File: config.mk
export PLATFORM = sky130hd
export DESIGN_NAME = serial_frame_build_and_check
export DESIGN_NICKNAME = d
export VERILOG_FILES = /design/src/rtl/sfbc_pkg.sv /design/src/rtl/serial_frame_build_and_check.sv /design/src/rtl/sfbc_lane.sv /design/src/rtl/sfbc_merge.sv
export SDC_FILE = /design/constraint.sdc
export NUM_CORES = 1
export LEC_CHECK = 0
export BUFFER_PORTS_ARGS = -buffer_cell sky130_fd_sc_hd__buf_2
export CORE_ASPECT_RATIO = 0.9
export CORE_MARGIN = 3
export CORE_UTILIZATION = 56
export DETAILED_ROUTE_END_ITERATION = 6
export PLACE_DENSITY = 0.8
export SLEW_MARGIN = 15
export SYNTH_ARGS = -nofsm -noshare
export SYNTH_HDL_FRONTEND = slang
export SYNTH_SLANG_ARGS = --single-unit
File: constraint.sdc
create_clock -name clk_i -period 8.9 [get_ports clk_i]
set_input_delay 1.335 -clock clk_i [delete_from_list [all_inputs] [get_ports clk_i]]
set_output_delay 1.335 -clock clk_i [all_outputs]
set_load 0.02 [all_outputs]
File: src/rtl/sfbc_pkg.sv
// ----------------------------------------------------------------------------
// Serial frame builder/checker package
// Shared constants, types and helper functions for the frame block.
// ----------------------------------------------------------------------------
`default_nettype none

package sfbc_pkg;

  localparam int FRAME_BYTES = 8;
  localparam int IO_BYTES    = 8;
  localparam int PAY_FIELDS  = 5;
  localparam int PAY_LIMIT   = FRAME_BYTES - 3;
  // Highest frame index plus one that a response check covers.
  localparam int CHK_END     = (FRAME_BYTES < IO_BYTES) ? FRAME_BYTES : IO_BYTES;

  localparam int IN_TDATA_W  = IO_BYTES * 8;
  localparam int RES_W       = IO_BYTES * 8 + 3;
  localparam int OUT_TDATA_W = ((RES_W + 7) / 8) * 8;

  localparam logic [7:0] RESP_ACK      = 8'h41;
  localparam logic [7:0] RESP_NACK     = 8'h4E;
  localparam logic [7:0] SIZE_CTL_MASK = 8'h07;

  localparam logic FUNC_BUILD = 1'b0;
  localparam logic FUNC_CHECK = 1'b1;

  typedef enum logic [2:0] {
    ST_OK        = 3'd0,
    ST_NACK      = 3'd1,
    ST_UNKNOWN   = 3'd2,
    ST_CMD_MISM  = 3'd3,
    ST_SIZE_BAD  = 3'd4,
    ST_CSUM_BAD  = 3'd5,
    ST_SIZE_OVER = 3'd6
  } status_e;

  typedef struct packed {
    logic                     func;
    logic [IO_BYTES-1:0][7:0] data;
  } item_t;

  typedef struct packed {
    logic [7:0] frame_byte;
    logic [7:0] sum_term;
  } lane_t;

  typedef struct packed {
    logic [2:0]               status;
    logic [IO_BYTES-1:0][7:0] frame;
  } res_t;

  function automatic logic [2:0] pop5(logic [4:0] v);
    return 3'(v[0]) + 3'(v[1]) + 3'(v[2]) + 3'(v[3]) + 3'(v[4]);
  endfunction

  // Number of payload bytes placed for a requested size.
  function automatic logic [2:0] pay_count(logic [7:0] size);
    logic [7:0] c;
    c = (size > 8'(PAY_LIMIT)) ? 8'(PAY_LIMIT) : size;
    if (c > 8'(PAY_FIELDS)) begin
      c = 8'(PAY_FIELDS);
    end
    return c[2:0];
  endfunction

endpackage

`default_nettype wire

File: src/rtl/serial_frame_build_and_check.sv
// Serial frame builder and checker. Each input transaction carries one whole
// 8-byte frame request or response, so the block takes one transaction every
// clock cycle with back-to-back traffic while the skid entry is empty. The
// result is registered in the output register after the lane and merge
// logic, or in the skid entry on a stall. Build mode (tuser = 0) outputs
// command, checksum, encoded size byte and the payload bytes inside the size,
// rest zero; status 6 flags a size above five; the command is remembered.
// In check mode (tuser = 1) the frame bytes are zero and status reports the
// first failing test: NACK, unknown response, command mismatch against the
// remembered command, bad size control bits, or bad checksum. A response
// check right after a build already sees that build's command. A two-entry
// output stage (register plus skid) lets a stalled consumer hold a result
// while the next transaction is accepted.
// ----------------------------------------------------------------------------
// Serial frame builder/checker top level
// Byte lanes, merge stage, remembered command and registered output stage.
// ----------------------------------------------------------------------------
`default_nettype none

module serial_frame_build_and_check
  import sfbc_pkg::*;
(
  input  var logic                   clk_i,
  input  var logic                   rst_ni,
  input  var logic                   s_axis_tvalid,
  output logic                       s_axis_tready,
  // data_0 [7:0], data_1 [15:8], ... data_7 [63:56]
  input  var logic [IN_TDATA_W-1:0]  s_axis_tdata,
  // func [0]
  input  var logic                   s_axis_tuser,
  output logic                       m_axis_tvalid,
  input  var logic                   m_axis_tready,
  // frame_0 [7:0] ... frame_7 [63:56], status [66:64], zero pad above
  output logic [OUT_TDATA_W-1:0]     m_axis_tdata
);

  item_t                item;
  lane_t [IO_BYTES-1:0] lanes;
  logic [2:0]           count;
  res_t                 res;
  logic                 in_fire;

  logic [7:0] last_cmd_q, last_cmd_d;
  logic       out_valid_q, out_valid_d;
  res_t       out_res_q, out_res_d;
  logic       skid_valid_q, skid_valid_d;
  res_t       skid_res_q, skid_res_d;

  assign item.func = s_axis_tuser;
  assign item.data = s_axis_tdata;
  assign count     = pay_count(item.data[1]);

  // One lane per input byte; each decides whether its byte is placed in the
  // frame and whether it enters the checksum.
  for (genvar j = 0; j < IO_BYTES; j++) begin : g_lane
    sfbc_lane u_lane (
      .func_i  (item.func),
      .idx_i   (3'(j)),
      .count_i (count),
      .byte_i  (item.data[j]),
      .lane_o  (lanes[j])
    );
  end

  sfbc_merge u_merge (
    .item_i     (item),
    .lanes_i    (lanes),
    .last_cmd_i (last_cmd_q),
    .res_o      (res)
  );

  // Input is refused only while the skid entry holds a result.
  assign s_axis_tready = !skid_valid_q;
  assign in_fire       = s_axis_tvalid && s_axis_tready;

  always_comb begin
    last_cmd_d   = last_cmd_q;
    out_valid_d  = out_valid_q;
    out_res_d    = out_res_q;
    skid_valid_d = skid_valid_q;
    skid_res_d   = skid_res_q;

    // Only a build transaction updates the remembered command.
    if (in_fire && (item.func == FUNC_BUILD)) begin
      last_cmd_d = item.data[0];
    end

    if (!out_valid_q || m_axis_tready) begin
      if (skid_valid_q) begin
        out_res_d    = skid_res_q;
        out_valid_d  = 1'b1;
        skid_valid_d = 1'b0;
      end else begin
        out_res_d   = res;
        out_valid_d = in_fire;
      end
    end else if (in_fire) begin
      skid_res_d   = res;
      skid_valid_d = 1'b1;
    end
  end

  always_ff @(posedge clk_i or negedge rst_ni) begin
    if (!rst_ni) begin
      last_cmd_q   <= '0;
      out_valid_q  <= 1'b0;
      skid_valid_q <= 1'b0;
    end else begin
      last_cmd_q   <= last_cmd_d;
      out_valid_q  <= out_valid_d;
      skid_valid_q <= skid_valid_d;
    end
  end

  always_ff @(posedge clk_i) begin
    out_res_q  <= out_res_d;
    skid_res_q <= skid_res_d;
  end

  assign m_axis_tvalid = out_valid_q;
  assign m_axis_tdata  = OUT_TDATA_W'(out_res_q);

endmodule

`default_nettype wire

File: src/rtl/sfbc_lane.sv
// ----------------------------------------------------------------------------
// Serial frame byte lane
// Qualifies one input byte for placement and for the checksum sum.
// ----------------------------------------------------------------------------
`default_nettype none

module sfbc_lane
  import sfbc_pkg::*;
(
  input  var logic       func_i,
  input  var logic [2:0] idx_i,
  input  var logic [2:0] count_i,
  input  var logic [7:0] byte_i,
  output lane_t          lane_o
);

  logic [2:0] pay_pos;
  logic       is_payload;
  logic       placed;
  logic       chk_cover;

  assign pay_pos    = idx_i - 3'd2;
  assign is_payload = (idx_i >= 3'd2) && ({1'b0, pay_pos} < 4'(PAY_FIELDS));
  assign placed     = is_payload && (pay_pos < count_i);
  // The checksum byte itself is never summed on a check.
  assign chk_cover  = (idx_i != 3'd1) && ({1'b0, idx_i} < 4'(CHK_END));

  always_comb begin
    lane_o = '0;
    if (func_i == FUNC_BUILD) begin
      if (placed) begin
        lane_o.frame_byte = byte_i;
        lane_o.sum_term   = byte_i;
      end else if (idx_i == 3'd0) begin
        lane_o.sum_term = byte_i;
      end
    end else if (chk_cover) begin
      lane_o.sum_term = byte_i;
    end
  end

endmodule

`default_nettype wire

File: src/rtl/sfbc_merge.sv
// ----------------------------------------------------------------------------
// Serial frame merge stage
// Sums the lane terms, folds the carry and forms the frame and status.
// ----------------------------------------------------------------------------
`default_nettype none

module sfbc_merge
  import sfbc_pkg::*;
(
  input  var item_t                item_i,
  input  var lane_t [IO_BYTES-1:0] lanes_i,
  input  var logic [7:0]           last_cmd_i,
  output res_t                     res_o
);

  logic [7:0]  size;
  logic [7:0]  enc;
  logic [11:0] sum;
  logic [7:0]  csum;
  logic [7:0]  rx_size;

  assign size    = item_i.data[1];
  assign enc     = {size[4:0], pop5(size[4:0])};
  assign rx_size = item_i.data[3];

  always_comb begin
    sum = (item_i.func == FUNC_BUILD) ? 12'(enc) : '0;
    for (int j = 0; j < IO_BYTES; j++) begin
      sum = sum + 12'(lanes_i[j].sum_term);
    end
  end

  // End-around carry is added once when the sum overflows a byte.
  assign csum = (sum[11:8] != '0) ? (sum[7:0] + 8'd1) : sum[7:0];

  always_comb begin
    res_o = '0;
    if (item_i.func == FUNC_BUILD) begin
      res_o.frame[0] = item_i.data[0];
      res_o.frame[1] = csum;
      res_o.frame[2] = enc;
      for (int j = 0; j < PAY_FIELDS; j++) begin
        res_o.frame[3 + j] = lanes_i[2 + j].frame_byte;
      end
      res_o.status = (size > 8'(PAY_LIMIT)) ? ST_SIZE_OVER : ST_OK;
    end else if (item_i.data[0] != RESP_ACK) begin
      res_o.status = (item_i.data[0] == RESP_NACK) ? ST_NACK : ST_UNKNOWN;
    end else if (item_i.data[2] != last_cmd_i) begin
      res_o.status = ST_CMD_MISM;
    end else if ((rx_size & SIZE_CTL_MASK) != {5'd0, pop5(rx_size[7:3])}) begin
      res_o.status = ST_SIZE_BAD;
    end else if (item_i.data[1] != csum) begin
      res_o.status = ST_CSUM_BAD;
    end else begin
      res_o.status = ST_OK;
    end
  end

endmodule

`default_nettype wire

==> impl_metrics.tcl <==
set metrics [dict create \
    status "finished with violations" \
    violations "design-rule violations" \
    post-dp-hpwl_mm 14.0 \
    crit_path_max_fanout 8 \
    slew_violations 0 \
    nets 928 \
    antenna_found_initial 0 \
    ys_warn_count 0 \
    drive_above_1_share_pct 29.8 \
    post-route-util_pct 67.9 \
    cp_num_buf_inv 5 \
    synth_xor_area_share_pct 3.95 \
    fin_crit_sh_pct 87.7 \
    dp_slack_ns 0.747 \
    cp-start-kind "primary input" \
    cp_cell_sequence "buf_2 > inv_1 > ha_1 > inv_1 > fa_1 > inv_1 > ha_1 > inv_1 > fa_1 > nor2_1 > fa_1 > fa_1 > fa_1 > fa_1 > ha_1 > fa_1 > a211oi_1 > o21bai_1 > o21ai_1 > xnor3_1 > a211o_1 > nor4b_4 > a22oi_1" \
    path_clk_slew_ns 0.06 \
    yosysTopAreaCell "edfxtp_1" \
    path_class "primary input to flip-flop" \
    synth_adder_area_share_pct 15.1 \
    hold_path.class "flip-flop to flip-flop" \
    tightest_slew_ns 0.950 \
    track_usage_pct 24.3 \
    grt_max_degree 71 \
    post-route-drc-count 1 \
    start_util_pct 57.9 \
    synth_commonest_cells "edfxtp_1, inv_1, nand2_1, mux2_2, and2_1" \
    fin_tns_setup_ns 0 \
    ioPinCount 143 \
    critical_path.top_delay_family "adder cells" \
    fp.dieH_um 121 \
    syn_to_final_growth_pct 17.2 \
    insertion_delay_ns 0.42 \
    ys_seq_elements 144 \
    cts_max_path_buffers 2 \
    dr.first_iter.drc_count 413 \
    cts_tree "yes" \
    fmax_mhz 128 \
    die_w_um 134 \
    seqPwrFrac_pct 29.9 \
    synth_compound_area_share_pct 3.63 \
    cts-buffers-inserted 17 \
    crit_path_frequent_cell "fa_1" \
    worstHoldStart "skid_res_q[12]" \
    yosysMostFrequentCell "edfxtp_1" \
    p_int_uw 1810 \
    p_per_area_mw_per_mm2 308 \
    num_rows 41 \
    synth-main-ff-cell "edfxtp_1" \
    clockPowerShare_pct 22.0 \
    power_uw 2970 \
    overflow 0 \
    peakVddDrop_v 0.000303 \
    critPathArrivalTime_ns 7.95 \
    diodes 0 \
    gp_congestion 0.923 \
    crit_slowest_cell "fa_1" \
    synth_edf_count 134 \
    synth_top_family_by_area "adder cells" \
    synth_top_area_share_pct 48.9 \
    synth_area_sq_mm 0.00823 \
    grt_pass1_vias 5615 \
    leakagePower_uw 0.00419 \
    cts-resized-gates 0 \
    max-slew-margin-rel_pct 36.7 \
    finalWorstSetupSlack_ns 1.09 \
    wl_mm 18.7 \
    async_flop_share_pct 6.94 \
    htreeDepth 4 \
    cpPeakStageDelay_ns 0.53 \
    cts_setup_buffers 0 \
    netlist_top_cells_area "edfxtp_1, fa_1, mux2_2" \
    drt-wirelength-per-cell_um 18.8 \
    ys_seq_area_share_pct 52.0 \
    synth_mux_area_share_pct 7.67 \
    rsz0062_at_grt "false" \
    via_per_inst 5.45 \
    cts_sinks 144 \
    switching_share_pct 39.2 \
    coreArea_sq_mm 0.0142 \
    cp.required_ns 9.04 \
    io_buffers 137 \
    comb_power_share_pct 48.1 \
    crit_path_end_kind "flip-flop" \
    die_area_sq_mm 0.0162 \
    fin_skew_ns 0.00780 \
    ctsHoldBuffers 0 \
    power_switching_uw 1160 \
    period_minus_slack_ns 7.81 \
    startpoint "s_axis_tdata[9]" \
    drv_cap 0 \
    yosysUniqueCellTypes 47 \
    yosys.area_share.simple_pct 12.5 \
    grt_pass1_wl_mm 30.0 \
    hold_violations 0 \
    routed-via-count 5428 \
    cts_root_buffer "clkbuf_16" \
    dr.pass1.iters 7 \
    syn_area_per_cell_sq_um 12.7 \
    r2r-start "skid_valid_q" \
    drtAntennaViolNets 0 \
    syn_inst 650 \
    setup_viol 0 \
]
cells in the final DEF (no fill, tap or decap), drive strengths merged, types with 5 or more instances in the layout:
master	instances
or4	5
buf	141
ha	18
o21ai	12
clkbuf	18
conb	5
nand2b	7
o31ai	14
nand2	61
and2	53
xor2	18
clkinv	6
nor2	32
dfrtp	10
edfxtp	134
nor2b	5
fa	51
a21oi	7
inv	86
mux2	56
xnor2	14
tightest hold or removal path: stages (launching register included):
cell and delay, ns:
edfxtp_1 0.32, nand2_1 0.05, o31ai_1 0.05
path summary, 6_finish.rpt:
kind,end,depth (start not counted),slack [ns]
max,skid_res_q[66],23,1.09
min reg2reg,m_axis_tdata[12],2,0.53
min in group asynchronous,m_axis_tvalid,1,0.76
max reg2reg,skid_res_q[59],5,6.02
min,m_axis_tdata[12],2,0.53
max in group asynchronous,last_cmd_q[3],1,7.95
layout make-up:
cell class | count | area (sq um)
Tap cell | 193 | 241
Clock buffer | 18 | 429
Inverter | 82 | 308
Timing Repair Buffer | 141 | 716
Multi-Input combinational cell | 404 | 3570
Sequential cell | 144 | 4270
Clock inverter | 14 | 109
Fill cell | 1054 | 4570
per-stage QoR:
stage / area (sq um) / hold WS (ns) / std cells
after global placement: 9100 / 0.510 / 964
after global routing: 9640 / 0.553 / 996
after floorplan: 8240 / 0.498 / 654
final: 9640 / 0.531 / 996
after CTS: 9640 / 0.536 / 996
after detailed placement: 9100 / 0.523 / 964
logic make-up after synthesis:
kind of cell / count (synthesis)
simple gates: 194
flops: 144
buf+inv: 106
fa+ha+maj: 69
mux: 56
compound gates: 46
xor+xnor: 34
other cells: 1
state kept, by name, indices dropped and copies added, names as in the netlist:
register       count
m_axis_tvalid      1
skid_valid_q       1
last_cmd_q         8
m_axis_tdata      67
skid_res_q        67
power by group through the flow:
stage               Sequential [uW]  Combinational [uW]  Clock (uW)
floorplan                       965                1000           0
global placement                898                1380           0
detailed placement              901                1410           0
CTS                             888                1430         664
global route                    895                1590         685
finish                          888                1430         654
layer usage:
metal / track usage, % / up-vias / wire length (um)
li1: - / 2472 / -
met1: 33.0 / 2686 / 7960
met2: 40.1 / 240 / 9170
met3: 5.35 / 30 / 1260
met4: 6.11 / 0 / 348
met5: 0 / - / 0
No activity file was read; power rests on OpenSTA's default activity.
